<file path="src/rtl/core/lkvc_pkg.sv">
// lkvc_pkg: shared constants, types and sequencer states for the LRU key/value cache.
// No dependencies; used by every file under rtl/core.
`timescale 1ns / 1ps

package lkvc_pkg;

    localparam int ENTRIES = 16;
    localparam int IDX_W   = (ENTRIES > 1) ? $clog2(ENTRIES) : 1;
    localparam int CNT_W   = $clog2(ENTRIES + 1);
    localparam int KEY_W   = 32;
    localparam int DATA_W  = 32;
    localparam int CAP_W   = 5;

    localparam logic [CAP_W-1:0]  CAP_RESET  = 5'd16;
    localparam logic [DATA_W-1:0] MISS_VALUE = '1;

    typedef enum logic {
        OP_GET = 1'b0,
        OP_PUT = 1'b1
    } t_opcode;

    typedef enum logic [2:0] {
        ST_IDLE,
        ST_SCAN,
        ST_DECIDE,
        ST_RESP,
        ST_INSERT
    } t_state;

    // control from the sequencer to the key/data store
    typedef struct packed {
        logic              key_we;
        logic              data_we;
        logic [IDX_W-1:0]  waddr;
        logic [KEY_W-1:0]  key_wdata;
        logic [DATA_W-1:0] data_wdata;
        logic [IDX_W-1:0]  key_raddr;
        logic [IDX_W-1:0]  data_raddr;
    } t_store_ctl;

endpackage

</file>
<file path="src/rtl/core/lkvc_kv_store.sv">
// lkvc_kv_store: key and data memories of the cache, one write port each,
// one registered read port each. Depends on lkvc_pkg.
`timescale 1ns / 1ps

module lkvc_kv_store (
    input  logic                       i_clk,
    input  lkvc_pkg::t_store_ctl       i_ctl,
    output logic [lkvc_pkg::KEY_W-1:0]  o_key_q,
    output logic [lkvc_pkg::DATA_W-1:0] o_data_q
);

    logic [lkvc_pkg::KEY_W-1:0]  r_key_mem  [lkvc_pkg::ENTRIES];
    logic [lkvc_pkg::DATA_W-1:0] r_data_mem [lkvc_pkg::ENTRIES];
    logic [lkvc_pkg::KEY_W-1:0]  r_key_q;
    logic [lkvc_pkg::DATA_W-1:0] r_data_q;

    always_ff @(posedge i_clk) begin
        if (i_ctl.key_we) begin
            r_key_mem[i_ctl.waddr] <= i_ctl.key_wdata;
        end
        if (i_ctl.data_we) begin
            r_data_mem[i_ctl.waddr] <= i_ctl.data_wdata;
        end
        r_key_q  <= r_key_mem[i_ctl.key_raddr];
        r_data_q <= r_data_mem[i_ctl.data_raddr];
    end

    assign o_key_q  = r_key_q;
    assign o_data_q = r_data_q;

endmodule

</file>
<file path="src/rtl/core/lru_key_value_cache_top.sv">
// A get shows its result (hit flag and value) on the output handshake; puts give no result.
// One transaction at a time: a new one is taken only back in the idle step; the key scan
// runs through the single key memory read port and comparator.
// A pending result that is not taken holds the sequencer in its response step.
// Reset (i_rst_n low, synchronous): store empty, capacity 16, no result pending.
// Depends on lkvc_pkg and lkvc_kv_store.
`timescale 1ns / 1ps

module lru_key_value_cache_top (
    input  logic                               i_clk,
    input  logic                               i_rst_n,
    input  logic                               i_valid,
    output logic                               o_ready,
    input  logic                               i_opcode,
    input  logic signed [lkvc_pkg::KEY_W-1:0]  i_lookup_key,
    input  logic signed [lkvc_pkg::DATA_W-1:0] i_store_value,
    output logic                               o_valid,
    input  logic                               i_ready,
    output logic                               o_hit,
    output logic signed [lkvc_pkg::DATA_W-1:0] o_read_value,
    input  logic                               i_cfg_we,
    input  logic [lkvc_pkg::CAP_W-1:0]         i_cfg_wdata
);

    lkvc_pkg::t_state r_state, n_state;

    logic [lkvc_pkg::CNT_W-1:0]  r_cnt;
    logic                        r_cmp_vld;
    logic [lkvc_pkg::IDX_W-1:0]  r_cmp_idx;
    lkvc_pkg::t_opcode           r_op;
    logic [lkvc_pkg::KEY_W-1:0]  r_key;
    logic [lkvc_pkg::DATA_W-1:0] r_val;
    logic                        r_found;
    logic [lkvc_pkg::IDX_W-1:0]  r_hit_idx;
    logic                        r_vfound;
    logic [lkvc_pkg::IDX_W-1:0]  r_victim;
    logic [lkvc_pkg::IDX_W-1:0]  r_best;
    logic                        r_valid [lkvc_pkg::ENTRIES];
    logic [lkvc_pkg::IDX_W-1:0]  r_rec   [lkvc_pkg::ENTRIES];
    logic [lkvc_pkg::CNT_W-1:0]  r_fill;
    logic [lkvc_pkg::CAP_W-1:0]  r_cap;
    logic                        r_out_valid;
    logic                        r_out_hit;
    logic [lkvc_pkg::DATA_W-1:0] r_out_value;

    lkvc_pkg::t_store_ctl        w_ctl;
    logic [lkvc_pkg::KEY_W-1:0]  w_key_q;
    logic [lkvc_pkg::DATA_W-1:0] w_data_q;
    logic [lkvc_pkg::CNT_W-1:0]  w_eff_cap;
    logic                        w_free_found;
    logic [lkvc_pkg::IDX_W-1:0]  w_free_idx;
    logic [lkvc_pkg::IDX_W-1:0]  w_hit_rank;
    logic                        w_in_accept;
    logic                        w_load_out;
    logic                        w_scan_rd;

    lkvc_kv_store u_store (
        .i_clk    (i_clk),
        .i_ctl    (w_ctl),
        .o_key_q  (w_key_q),
        .o_data_q (w_data_q)
    );

    assign w_in_accept = i_valid && o_ready;
    assign w_load_out  = (r_state == lkvc_pkg::ST_RESP) && (!r_out_valid || i_ready);
    assign w_scan_rd   = r_cnt < lkvc_pkg::CNT_W'(lkvc_pkg::ENTRIES);
    assign w_hit_rank  = r_rec[r_hit_idx];

    // capacity zero acts as one, above the store size saturates
    always_comb begin
        if (r_cap == '0) begin
            w_eff_cap = lkvc_pkg::CNT_W'(1);
        end else if (int'(r_cap) > lkvc_pkg::ENTRIES) begin
            w_eff_cap = lkvc_pkg::CNT_W'(lkvc_pkg::ENTRIES);
        end else begin
            w_eff_cap = lkvc_pkg::CNT_W'(r_cap);
        end
    end

    // lowest free slot
    always_comb begin
        w_free_found = 1'b0;
        w_free_idx   = '0;
        for (int i = lkvc_pkg::ENTRIES - 1; i >= 0; i--) begin
            if (!r_valid[i]) begin
                w_free_found = 1'b1;
                w_free_idx   = lkvc_pkg::IDX_W'(i);
            end
        end
    end

    // next state
    always_comb begin
        n_state = r_state;
        unique case (r_state)
            lkvc_pkg::ST_IDLE: begin
                if (i_valid) n_state = lkvc_pkg::ST_SCAN;
            end
            lkvc_pkg::ST_SCAN: begin
                if (!w_scan_rd) n_state = lkvc_pkg::ST_DECIDE;
            end
            lkvc_pkg::ST_DECIDE: begin
                if (r_op == lkvc_pkg::OP_GET) begin
                    n_state = lkvc_pkg::ST_RESP;
                end else if (r_found) begin
                    n_state = lkvc_pkg::ST_IDLE;
                end else begin
                    n_state = lkvc_pkg::ST_INSERT;
                end
            end
            lkvc_pkg::ST_RESP: begin
                if (w_load_out) n_state = lkvc_pkg::ST_IDLE;
            end
            lkvc_pkg::ST_INSERT: n_state = lkvc_pkg::ST_IDLE;
            default:             n_state = lkvc_pkg::ST_IDLE;
        endcase
    end

    // outputs of the sequencer
    always_comb begin
        o_ready          = (r_state == lkvc_pkg::ST_IDLE);
        w_ctl.key_raddr  = r_cnt[lkvc_pkg::IDX_W-1:0];
        w_ctl.data_raddr = r_hit_idx;
        w_ctl.key_wdata  = r_key;
        w_ctl.data_wdata = r_val;
        w_ctl.key_we     = 1'b0;
        w_ctl.data_we    = 1'b0;
        w_ctl.waddr      = r_hit_idx;
        unique case (r_state)
            lkvc_pkg::ST_DECIDE: begin
                w_ctl.data_we = r_found && (r_op == lkvc_pkg::OP_PUT);
            end
            lkvc_pkg::ST_INSERT: begin
                w_ctl.key_we  = w_free_found;
                w_ctl.data_we = w_free_found;
                w_ctl.waddr   = w_free_idx;
            end
            default: begin
            end
        endcase
    end

    always_ff @(posedge i_clk) begin
        if (!i_rst_n) begin
            r_state     <= lkvc_pkg::ST_IDLE;
            r_cnt       <= '0;
            r_cmp_vld   <= 1'b0;
            r_found     <= 1'b0;
            r_vfound    <= 1'b0;
            r_fill      <= '0;
            r_cap       <= lkvc_pkg::CAP_RESET;
            r_out_valid <= 1'b0;
            for (int i = 0; i < lkvc_pkg::ENTRIES; i++) begin
                r_valid[i] <= 1'b0;
                r_rec[i]   <= '0;
            end
        end else begin
            r_state <= n_state;

            if (i_cfg_we) r_cap <= i_cfg_wdata;

            if (w_load_out) begin
                r_out_valid <= 1'b1;
                r_out_hit   <= r_found;
                r_out_value <= r_found ? w_data_q : lkvc_pkg::MISS_VALUE;
            end else if (r_out_valid && i_ready) begin
                r_out_valid <= 1'b0;
            end

            unique case (r_state)
                lkvc_pkg::ST_IDLE: begin
                    if (w_in_accept) begin
                        r_op      <= lkvc_pkg::t_opcode'(i_opcode);
                        r_key     <= i_lookup_key;
                        r_val     <= i_store_value;
                        r_cnt     <= '0;
                        r_cmp_vld <= 1'b0;
                        r_found   <= 1'b0;
                        r_vfound  <= 1'b0;
                    end
                end
                lkvc_pkg::ST_SCAN: begin
                    // read one key per cycle, compare it the cycle after
                    r_cmp_vld <= w_scan_rd;
                    r_cmp_idx <= r_cnt[lkvc_pkg::IDX_W-1:0];
                    if (w_scan_rd) r_cnt <= r_cnt + lkvc_pkg::CNT_W'(1);
                    if (r_cmp_vld && r_valid[r_cmp_idx]) begin
                        if (!r_found && (w_key_q == r_key)) begin
                            r_found   <= 1'b1;
                            r_hit_idx <= r_cmp_idx;
                        end
                        // oldest entry, later index wins a tie
                        if (!r_vfound || (r_rec[r_cmp_idx] >= r_best)) begin
                            r_vfound <= 1'b1;
                            r_victim <= r_cmp_idx;
                            r_best   <= r_rec[r_cmp_idx];
                        end
                    end
                end
                lkvc_pkg::ST_DECIDE: begin
                    if (r_found) begin
                        for (int i = 0; i < lkvc_pkg::ENTRIES; i++) begin
                            if (r_valid[i] && (r_rec[i] < w_hit_rank)) begin
                                r_rec[i] <= r_rec[i] + lkvc_pkg::IDX_W'(1);
                            end
                        end
                        r_rec[r_hit_idx] <= '0;
                    end else if ((r_op == lkvc_pkg::OP_PUT) && (r_fill >= w_eff_cap)
                                 && r_vfound) begin
                        r_valid[r_victim] <= 1'b0;
                        r_rec[r_victim]   <= '0;
                        if (r_fill != '0) r_fill <= r_fill - lkvc_pkg::CNT_W'(1);
                    end
                end
                lkvc_pkg::ST_INSERT: begin
                    if (w_free_found) begin
                        for (int i = 0; i < lkvc_pkg::ENTRIES; i++) begin
                            if (r_valid[i]) r_rec[i] <= r_rec[i] + lkvc_pkg::IDX_W'(1);
                        end
                        r_valid[w_free_idx] <= 1'b1;
                        r_rec[w_free_idx]   <= '0;
                        r_fill              <= r_fill + lkvc_pkg::CNT_W'(1);
                    end
                end
                default: begin
                end
            endcase
        end
    end

    assign o_valid      = r_out_valid;
    assign o_hit        = r_out_hit;
    assign o_read_value = r_out_value;

endmodule

</file>
<file path="config.mk">
export PLATFORM = sky130hd
export DESIGN_NAME = lru_key_value_cache_top
export DESIGN_NICKNAME = d
export VERILOG_FILES = /design/src/rtl/core/lkvc_pkg.sv /design/src/rtl/core/lkvc_kv_store.sv /design/src/rtl/core/lru_key_value_cache_top.sv
export SDC_FILE = /design/constraint.sdc
export NUM_CORES = 1
export LEC_CHECK = 0
export BUFFER_PORTS_ARGS = -buffer_cell sky130_fd_sc_hd__buf_4
export CORE_MARGIN = 2
export CORE_UTILIZATION = 60
export CTS_CLUSTER_DIAMETER = 100
export DETAILED_ROUTE_END_ITERATION = 12
export PLACE_DENSITY = 0.77
export SLEW_MARGIN = 20
export SYNTH_ARGS = -nofsm -noshare
export SYNTH_HDL_FRONTEND = slang
export SYNTH_SLANG_ARGS = --single-unit
</file>
<file path="constraint.sdc">
create_clock -name i_clk -period 9.9 [get_ports i_clk]
set_input_delay 1.485 -clock i_clk [delete_from_list [all_inputs] [get_ports i_clk]]
set_output_delay 1.485 -clock i_clk [all_outputs]
set_load 0.02 [all_outputs]
</file>
Word-level counts from Yosys, hierarchy flattened
Memory sizes are Yosys's and may differ from the RTL's. A register that Yosys moved wholly into a read port is not among the register bits.
Index checks and enable logic that the tools add are counted.
Word-level totals
  input bits: 75
  output and inout port bits: 35
  memory bits (writable): 1104
  word-level logic and storage cells: 445
  register bits: 136
  memories kept: 4
Operators by class
  bitwise operators: 32
  reductions and logical operators: 50
  muxes and demuxes: 286
  $lt $le $gt $ge: 20
  equality and inequality tests: 17
  add/sub/neg operators: 19
Memories
  u_store.r_data_mem: words 16, bits a word 32, rd ports 1, clocked after Yosys merged registers in 1, write ports 1, line lkvc_kv_store.sv:13  | logic [lkvc_pkg::DATA_W-1:0] r_data_mem [lkvc_pkg::ENTRIES];
  u_store.r_key_mem: words 16, bits a word 32, rd ports 1, clocked after Yosys merged registers in 1, write ports 1, line lkvc_kv_store.sv:12  | logic [lkvc_pkg::KEY_W-1:0] r_key_mem [lkvc_pkg::ENTRIES];
  r_rec: words 16, bits a word 4, rd ports 18, clocked after Yosys merged registers in 2, write ports 17, line lru_key_value_cache_top.sv:39  | logic [lkvc_pkg::IDX_W-1:0] r_rec [lkvc_pkg::ENTRIES];
  r_valid: words 16, bits a word 1, rd ports 17, clocked after Yosys merged registers in 1, write ports 16, line lru_key_value_cache_top.sv:38  | logic r_valid [lkvc_pkg::ENTRIES];
Operators with widths (count)
  $mux 4: 58
  $mux 1: 208
  $add 4x1->4 const B: 16
  $lt 4x4->1: 16
  $mux 5: 8
  $eq 32x32->1: 1
  $or 1x1->1: 32
  $logic_and 1x1->1: 24
  $ne 2x2->1 const B: 11
  $pmux 5 s2: 2
  $reduce_and 4->1: 4
  $mux 3: 5
  $pmux 3 s4: 1
  $add 5x1->5 const B: 2
  $reduce_and 3->1: 3
  $pmux 1 s2: 4
  $reduce_or 4->1: 2
  $eq 3x2->1 const B: 2
  $reduce_and 2->1: 3
  $reduce_bool 2->1: 3
  $ge 5x5->1: 1
  $gt 5x5->1 const B: 1
  $logic_not 5->1: 1
  $lt 5x5->1 const B: 1
  other kinds (11): 15

Longest topological paths before layout
Gate-level depths: netlist (run 1).
  depth after elaboration: 22
  gate-level depth with buffers: 13
  gate-level depth less buffers: 11

Cells and area by module
From an unflattened synthesis (run 1), not the netlist that was laid out.
Unflattened totals
  cell total of the unflattened synthesis: 2818
  area, all modules: 52223.8 µm²
Modules (own cells, without submodules)
  lkvc_kv_store: area an instance 39663.0 µm², times used 1, sequential area each 32030.7 µm², cells each 1677
  lru_key_value_cache_top: area an instance 12560.8 µm², times used 1, sequential area each 5625.4 µm², cells each 1141

Worst setup path before layout (run 1)
No wires, ideal clock.
  path type: input-to-reg
  from: input i_rst_n
  to: register r_key[0] (netlist bit), enable pin
  setup time: 0.488 ns
  arrival time: 4.914 ns
  slack: 4.498 ns
  required time: 9.412 ns
  buffers on the path: 3
  cell stages on the path: 5
  cell sequence: inv_1 clkbuf_1 clkbuf_1 buf_1 nor2_1
Between the ends
  word-level cells in the longest chain between the ends: 1
Ends and longest elaborated chain
  start, declared: line lru_key_value_cache_top.sv:11  | input logic i_rst_n,
  $reduce_and 3->1 (no source line)
  end signal, assigned: line lru_key_value_cache_top.sv:174  | r_key <= i_lookup_key;
  end, declared: line lru_key_value_cache_top.sv:31  | logic [lkvc_pkg::KEY_W-1:0] r_key;
No other way between the ends.
A chain may end at the register's enable or synchronous reset.

==> flow_metrics.py, run 1 <==
metrics = {
    "clocking": {
        "cts-hold-fix-buffers": 0,
        "cts.clk_slew.worst_paths_ns": 0.06,
        "clock_insertion_delay_worst_skew_ns": 0.71,
        "cts.path.max_buffers": 3,
        "clock_sinks": 1312,
        "tritoncts": "done",
        "clockRootBuffer": "sky130_fd_sc_hd__clkbuf_16",
        "cts.htree.levels": 3,
        "cts_setup_buffers": 0,
        "cts-buffers-inserted": 121,
        "cts_repair_resize_count": 0,
    },
    "finish": {
        "seq_area_um2": 37670,
        "mostFrequentLayoutCell": "sky130_fd_sc_hd__edfxtp_1",
        "fillers": 5223,
        "fin_area_um2": 58760,
        "finish.cell_count_without_fillers": 4002,
        "multi_input_comb_area_um2": 14210,
        "postLayoutCoreUtil": 0.6795,
        "synthToLayoutAreaGrowth_pct": 12.55,
        "num-nets-final": 2891,
        "most-common-layout-cells": "1138 x sky130_fd_sc_hd__edfxtp_1, 365 x sky130_fd_sc_hd__mux4_2, 168 x sky130_fd_sc_hd__dfxtp_1",
        "layout-drive-gt1-share": 0.2867,
    },
    "detailed_routing": {
        "wl_per_cell_um": 30.41,
        "finalWirelength_um": 121700,
        "vias": 26805,
        "post-route-drc-count": 0,
        "detail_route.vias_per_cell": 6.698,
        "drt_iter0_drc": 3579,
        "dr.pass1.iters": 8,
        "final_ant_viol_nets": 0,
    },
    "synthesis": {
        "number_of_synthesized_flops_with_an_enable_pin": 1138,
        "postSynth.asyncResetShare": 0,
        "ys_seq_area_frac": 0.7212,
        "cell_taking_the_most_area_after_synthesis": "sky130_fd_sc_hd__edfxtp_1",
        "syn-instance-count": 2585,
        "synth.cell_area_um2": 52210,
        "yosys_warning_count": 0,
        "synth_cell_types": 80,
        "synth-seq-cells": 1312,
        "ys_dominant_reg_cell": "sky130_fd_sc_hd__edfxtp_1",
        "number_of_nets_produced_by_synthesis": 2738,
        "yosys-top-cells-area": "sky130_fd_sc_hd__edfxtp_1 65%, sky130_fd_sc_hd__mux4_2 16%, sky130_fd_sc_hd__dfxtp_1 6.7%",
        "synth.avg_cell_area_um2": 20.20,
        "synth_top_area_frac": 0.6545,
    },
    "floorplan": {
        "fp-row-count": 108,
        "die-width_um": 299.0,
        "fp.dieArea_um2": 89390,
        "boundaryPins": 110,
        "die_h_um": 299.0,
        "fp.coreArea_um2": 86480,
        "start_util": 0.6037,
    },
    "setup_path": {
        "ff_to_ff_path_depth": 10,
        "r2r_end": "r_rec[3][3]",
        "worst_path_largest_cell_delay_ns": 0.73,
        "crit_chain": "mux4_2, mux4_2, inv_1, ha_1, a21o_1, a211o_1, o41ai_1, nand4_1, xor2_1, nor2_1",
        "path_class": "flop to flop",
        "end_kind": "flop",
        "ff2ff_setup_slack_ns": 5.24,
        "cp.arrival_ns": 5.24,
        "startpoint_type": "flop",
        "crit_path_max_fanout": 16,
        "critical-path-slowest-cell": "sky130_fd_sc_hd__o41ai_1",
        "critical_path_data_required_time_ns": 10.48,
        "critical_path.most_common_cell": "sky130_fd_sc_hd__mux4_2",
    },
    "min_path": {
        "destination_of_the_worst_hold_path": "o_read_value[16]",
        "worst_hold_path.num_cells": 1,
        "hold_class": "flop to flop",
        "hp-start": "u_store.o_data_q[16]",
    },
    "global_route": {
        "grt_usage": 0.2764,
        "antenna_violations_before_repair": 3,
        "global_route.overflow_total": 0,
        "grt_first_pass_wirelength_um": 181900,
        "number_of_global_route_vias_before_repair": 27743,
        "grt_start_max_net_pins": 114,
    },
    "sta": {
        "finalWorstPathRequiredPeriod_ns": 4.658,
        "layout_worst_path_cycle_share": 0.4705,
        "worst_slew_pin_slew_ns": 1.175,
        "setup-tns-final_ns": 0,
        "holdWs_ns": 0.4829,
        "grt_setup_unrepaired": "false",
        "post-route-worst-setup-slack_ns": 5.242,
        "achievable-frequency_mhz": 214.7,
        "clock_skew_ns": 0.03722,
        "finalHoldViolations": 0,
        "setup_viol": 0,
        "timing.max_slew.rel_slack": 0.2126,
        "maxSlewViolCount": 0,
    },
    "run": {
        "max-cap-violations": 0,
    },
    "place": {
        "placedInstanceArea_um2": 54630,
        "routabilityCongestion": 0.9171,
        "dpl_wire_length_um": 61330,
        "post-place-cells": 3770,
        "dp_worst_setup_slack_ns": 4.844,
        "numPortBuffers": 109,
    },
    "run_status": {
        "run_status": "finished, final reports clean",
    },
    "power_and_ir_drop": {
        "total_power_divided_by_cell_area_nw_per_um2": 193.8,
        "power.total_mw": 11.39,
        "leakage_nw": 18.71,
        "irDropWorstVdd_uv": 182.4,
    },
}
-- how the worst max path moves through the flow --
stage                 start      endpoint  slack (ns)  depth (start not counted)
floorplan           i_rst_n      r_key[0]        4.50                          5
global placement    i_rst_n  r_rec[13][1]        5.04                          8
detailed placement  i_rst_n  r_rec[13][1]        4.84                          8
CTS                    flop   r_rec[3][3]        4.92                         10
global route           flop   r_rec[3][3]        5.04                         10
finish                 flop   r_rec[3][3]        5.24                         10
-- layout make-up --
type                       count  area share
inverter                      26    0.001661
antenna                        1  0.00004258
sequential                  1312      0.6410
clock inverter                69     0.01220
tap                         1155     0.02459
timing repair buffer         160     0.02087
multi-input combinational   1117      0.2419
clock buffer                 162     0.05774
-- critical path, delay by kind of cell (launching register included) --
family                     cells  cell delay [ns]
AOI/OAI and AO/OA              3             1.21
muxes                          2             1.04
DFF                            1             0.70
buffers and inverters          1             0.60
adders and majority gates      1             0.38
and+or+nand+nor                2             0.33
xor gates and xnor gates       1             0.23
-- logic make-up (layout without fill, tap and decap cells) --
group | count (synthesis) | after routing | synth area share
adder cells (fa/ha/maj) | 78 | 78 | 0.01884
flip-flops | 1312 | 1312 | 0.7212
buffers and inverters | 156 | 417 | 0.01196
AO/OA/AOI/OAI | 187 | 187 | 0.03103
AND/OR/NAND/NOR | 351 | 351 | 0.03465
multiplexers | 421 | 421 | 0.1689
XOR/XNOR | 80 | 80 | 0.01342
other | 0 | 1 | 0
-- synthesized netlist by cell type, drive strengths merged (8+ instances only) --
master      n
edfxtp   1138
ha         77
nand3      53
mux2       12
a22oi      10
xor2       52
xnor2      28
mux2i      44
nand2      64
dfxtp     174
buf        56
o21ai      27
nor2      101
nor3       22
a21oi      27
clkbuf     74
nand4      20
nor3b      11
o41ai      12
a211o      14
inv        25
mux4      365
a2111oi     8
a21o       12
nand2b     37
nor4       10
a211oi     41
-- layer usage --
metal,global-route usage,part of all wire,vias up
li1,-,-,10971
met1,0.3906,0.38,13955
met2,0.4554,0.50,1668
met3,0.04813,0.096,207
met4,0.07107,0.021,4
met5,0,0.00019,-
-- registers in the layout (all words and copies together) (netlist names), named ones only --
name	flops
o_hit	1
o_read_value	32
o_valid	1
r_best	4
r_cap	5
r_cmp_idx	4
r_cmp_vld	1
r_cnt	5
r_fill	5
r_found	1
r_hit_idx	4
r_key	32
r_op	1
r_rec	64
r_state	3
r_val	32
r_valid	16
r_vfound	1
r_victim	4
u_store.o_data_q	32
u_store.o_key_q	32
u_store.r_data_mem	512
u_store.r_key_mem	512
-- report_power, final --
part           leakage, nW  total (mW)  switching, mW  internal, mW
clock network         2.00        4.75           2.05          2.70
registers             11.6        6.17          0.124          6.05
logic                 5.07       0.460          0.231         0.229
No activity file was read; power rests on OpenSTA's default activity.
==> inputs of run 2 (changes only) <==
--- a/config.mk
+++ b/config.mk
@@ -7,10 +7,10 @@
 export LEC_CHECK = 0
 export BUFFER_PORTS_ARGS = -buffer_cell sky130_fd_sc_hd__buf_4
 export CORE_MARGIN = 2
-export CORE_UTILIZATION = 60
+export CORE_UTILIZATION = 56
 export CTS_CLUSTER_DIAMETER = 100
 export DETAILED_ROUTE_END_ITERATION = 12
-export PLACE_DENSITY = 0.77
+export PLACE_DENSITY = 0.75
 export SLEW_MARGIN = 20
 export SYNTH_ARGS = -nofsm -noshare
 export SYNTH_HDL_FRONTEND = slang
==> constraint.sdc (replaced) <==
create_clock -name i_clk -period 3.8 [get_ports i_clk]
set_input_delay 0.57 -clock i_clk [delete_from_list [all_inputs] [get_ports i_clk]]
set_output_delay 0.57 -clock i_clk [all_outputs]
set_load 0.02 [all_outputs]
==> run 2 against run 1 <==
  * Core utilization decreased by 1.9 points
  * Design area increased by 3.5%
  * Hold slack got worse by 0.44 ns
  * Global-route usage decreased by 1.4 points
  * Worst setup slack got worse by 5.0 ns
  * First-iteration DRC count decreased by 4.5%
  * Count of clock-buffer cells in the layout increased by 9
  * Register-to-register slack got worse by 5.0 ns
  * Clock skew about the same
  * Routed wire length increased by 1.1%
  * Largest cell class unchanged
  * Highest routed layer is now met4
==> flow_metrics.py, run 2 (same netlist as run 1, synthesis figures left out) <==
metrics = {
    "detailed_routing": {
        "finalWirelength_um": 123100,
        "dr.pass1.iters": 7,
        "detail_route.vias_per_cell": 6.449,
        "wl_per_cell_um": 29.23,
        "drt_iter0_drc": 3417,
        "final_ant_viol_nets": 0,
        "vias": 27152,
        "post-route-drc-count": 0,
    },
    "setup_path": {
        "critical_path_data_required_time_ns": 4.44,
        "crit_chain": "buf_12, mux4_2, mux4_2, clkinvlp_4, ha_1, a21o_1, a211o_1, o41ai_4, nand4_1, xor2_1, a211oi_1",
        "critical_path.most_common_cell": "sky130_fd_sc_hd__mux4_2",
        "crit_path_max_fanout": 16,
        "path_class": "flop to flop",
        "cp.arrival_ns": 4.24,
        "worst_path_largest_cell_delay_ns": 0.53,
        "critical-path-slowest-cell": "sky130_fd_sc_hd__mux4_2",
        "startpoint_type": "flop",
        "end_kind": "flop",
    },
    "finish": {
        "fillers": 5713,
        "layout-drive-gt1-share": 0.2969,
        "fin_area_um2": 60830,
        "synthToLayoutAreaGrowth_pct": 16.50,
        "most-common-layout-cells": "1138 x sky130_fd_sc_hd__edfxtp_1, 365 x sky130_fd_sc_hd__mux4_2, 169 x sky130_fd_sc_hd__dfxtp_1",
        "num-nets-final": 3009,
        "antenna_cells_inserted": 0,
        "registers_with_the_most_flip_flops": "u_store.r_data_mem: 512 flops, u_store.r_key_mem: 512 flops, r_rec: 64 flops",
        "mostFrequentLayoutCell": "sky130_fd_sc_hd__edfxtp_1",
    },
    "sta": {
        "clock_skew_ns": 0.03751,
        "holdWs_ns": 0.04098,
        "maxSlewViolCount": 0,
        "timing.max_slew.rel_slack": 0.1940,
        "finalHoldViolations": 0,
        "grt_setup_unrepaired": "false",
        "layout_worst_path_cycle_share": 0.9473,
        "setup_viol": 0,
        "worst_slew_pin_slew_ns": 1.202,
        "achievable-frequency_mhz": 277.8,
        "finalWorstPathRequiredPeriod_ns": 3.600,
    },
    "power_and_ir_drop": {
        "total_power_divided_by_cell_area_nw_per_um2": 507.7,
        "irDropWorstVdd_uv": 427.3,
        "leakage_nw": 19.65,
        "power.total_mw": 30.88,
    },
    "clocking": {
        "tritoncts": "done",
        "cts.path.max_buffers": 3,
        "cts_setup_buffers": 0,
        "cts.htree.levels": 4,
        "clock_sinks": 1312,
        "clock_insertion_delay_worst_skew_ns": 0.75,
        "clockRootBuffer": "sky130_fd_sc_hd__clkbuf_16",
        "cts.clk_slew.worst_paths_ns": 0.06,
        "cts-buffers-inserted": 133,
    },
    "min_path": {
        "hold_class": "input pin to flop",
        "hp-start": "i_lookup_key[0]",
    },
    "floorplan": {
        "start_util": 0.5670,
        "die_h_um": 309.3,
        "die-width_um": 309.3,
        "fp-row-count": 111,
        "fp.dieArea_um2": 95690,
        "fp.coreArea_um2": 92080,
        "boundaryPins": 110,
    },
    "global_route": {
        "number_of_global_route_vias_before_repair": 28024,
        "global_route.overflow_total": 0,
        "grt.met1_usage": 0.3602,
        "antenna_violations_before_repair": 1,
        "grt_util_met2": 0.4323,
        "grt_start_max_net_pins": 130,
        "grt_first_pass_wirelength_um": 181800,
        "groute.layer.met3.usage": 0.05034,
        "grt_usage": 0.2629,
        "grt_busiest_layer": "met2",
    },
    "place": {
        "dpl_wire_length_um": 62250,
        "placedInstanceArea_um2": 55590,
        "routabilityCongestion": 0.8967,
        "numPortBuffers": 109,
    },
    "run_status": {
        "run_status": "finished, final reports clean",
    },
    "run": {
        "max-cap-violations": 0,
    },
}
-- run 2: cell count changes in the layout (fill, tap and decap cells not counted), moves of 5 or more --
cell                            delta
sky130_fd_sc_hd__clkinv_2          +9
sky130_fd_sc_hd__clkbuf_16        +11
sky130_fd_sc_hd__buf_12           +40
sky130_fd_sc_hd__clkinv_1         -11
sky130_fd_sc_hd__dlygate4sd3_1    +61
sky130_fd_sc_hd__clkbuf_8          -7
sky130_fd_sc_hd__clkbuf_1          +5
sky130_fd_sc_hd__buf_4             +5
-- run 2: path summary, 6_finish.rpt --
path / cells past startpoint / slack (ns) / to
worst min register to register: 1 / 0.49 / o_read_value[17]
worst max register to register: 11 / 0.20 / r_rec[4][3]
worst max-delay path: 11 / 0.20 / r_rec[4][3]
worst min-delay path: 1 / 0.04 / r_key[0]
-- run 2: final cells by class --
| class | count | area, µm² | share of cell area |
|---|---|---|---|
| sequential | 1312 | 37670 | 0.6193 |
| clock inverter | 75 | 984.7 | 0.01619 |
| clock buffer | 171 | 3591 | 0.05904 |
| tap | 1243 | 1555 | 0.02557 |
| multi-input combinational | 1117 | 14250 | 0.2343 |
| inverter | 26 | 101.3 | 0.001666 |
| timing repair buffer | 266 | 2675 | 0.04398 |
-- run 2: power by group --
part	total [mW]	internal (mW)	leakage [nW]	switching, mW
logic	1.31	0.675	5.78	0.637
clock network	13.5	7.83	2.23	5.64
registers	16.1	15.8	11.6	0.334
-- run 2: repair_timing --
| item | in CTS | in global routing |
|---|---|---|
| endpoints found under the hold margin | 61 | 0 |
| endpoints found under the setup margin | 4 | 4 |
| gates resized for setup | 1 | 4 |
| hold buffers | 61 | 0 |
-- run 2: per-layer routing --
metal,vias to the layer above,share of wire
met5,-,0
li1,11221,-
met4,0,0.027
met2,1467,0.50
met3,242,0.084
met1,14222,0.39
-- run 2: worst max-delay path: cells and delay by family, from the launching register on --
kind | cells | cell delay (ns)
AO/OA/AOI/OAI | 4 | 1.06
multiplexers | 2 | 1.04
buffers and inverters | 2 | 0.42
flip-flops | 1 | 0.35
adder cells (fa/ha/maj) | 1 | 0.29
AND/OR/NAND/NOR | 1 | 0.18
XOR/XNOR | 1 | 0.17
-- run 2: per-stage QoR --
stage	cells	setup slack (ns)	util	TNS, ns
2_1_floorplan	2585	0.03724	-	0
3_3_place_gp	3903	0.1215	0.6037	0
3_5_place_dp	3903	-0.04004	0.6037	-0.1041
4_1_cts	4210	0.09122	0.6601	0
5_1_grt	4210	0.01900	0.6606	0
6_report	4210	0.2004	0.6606	0
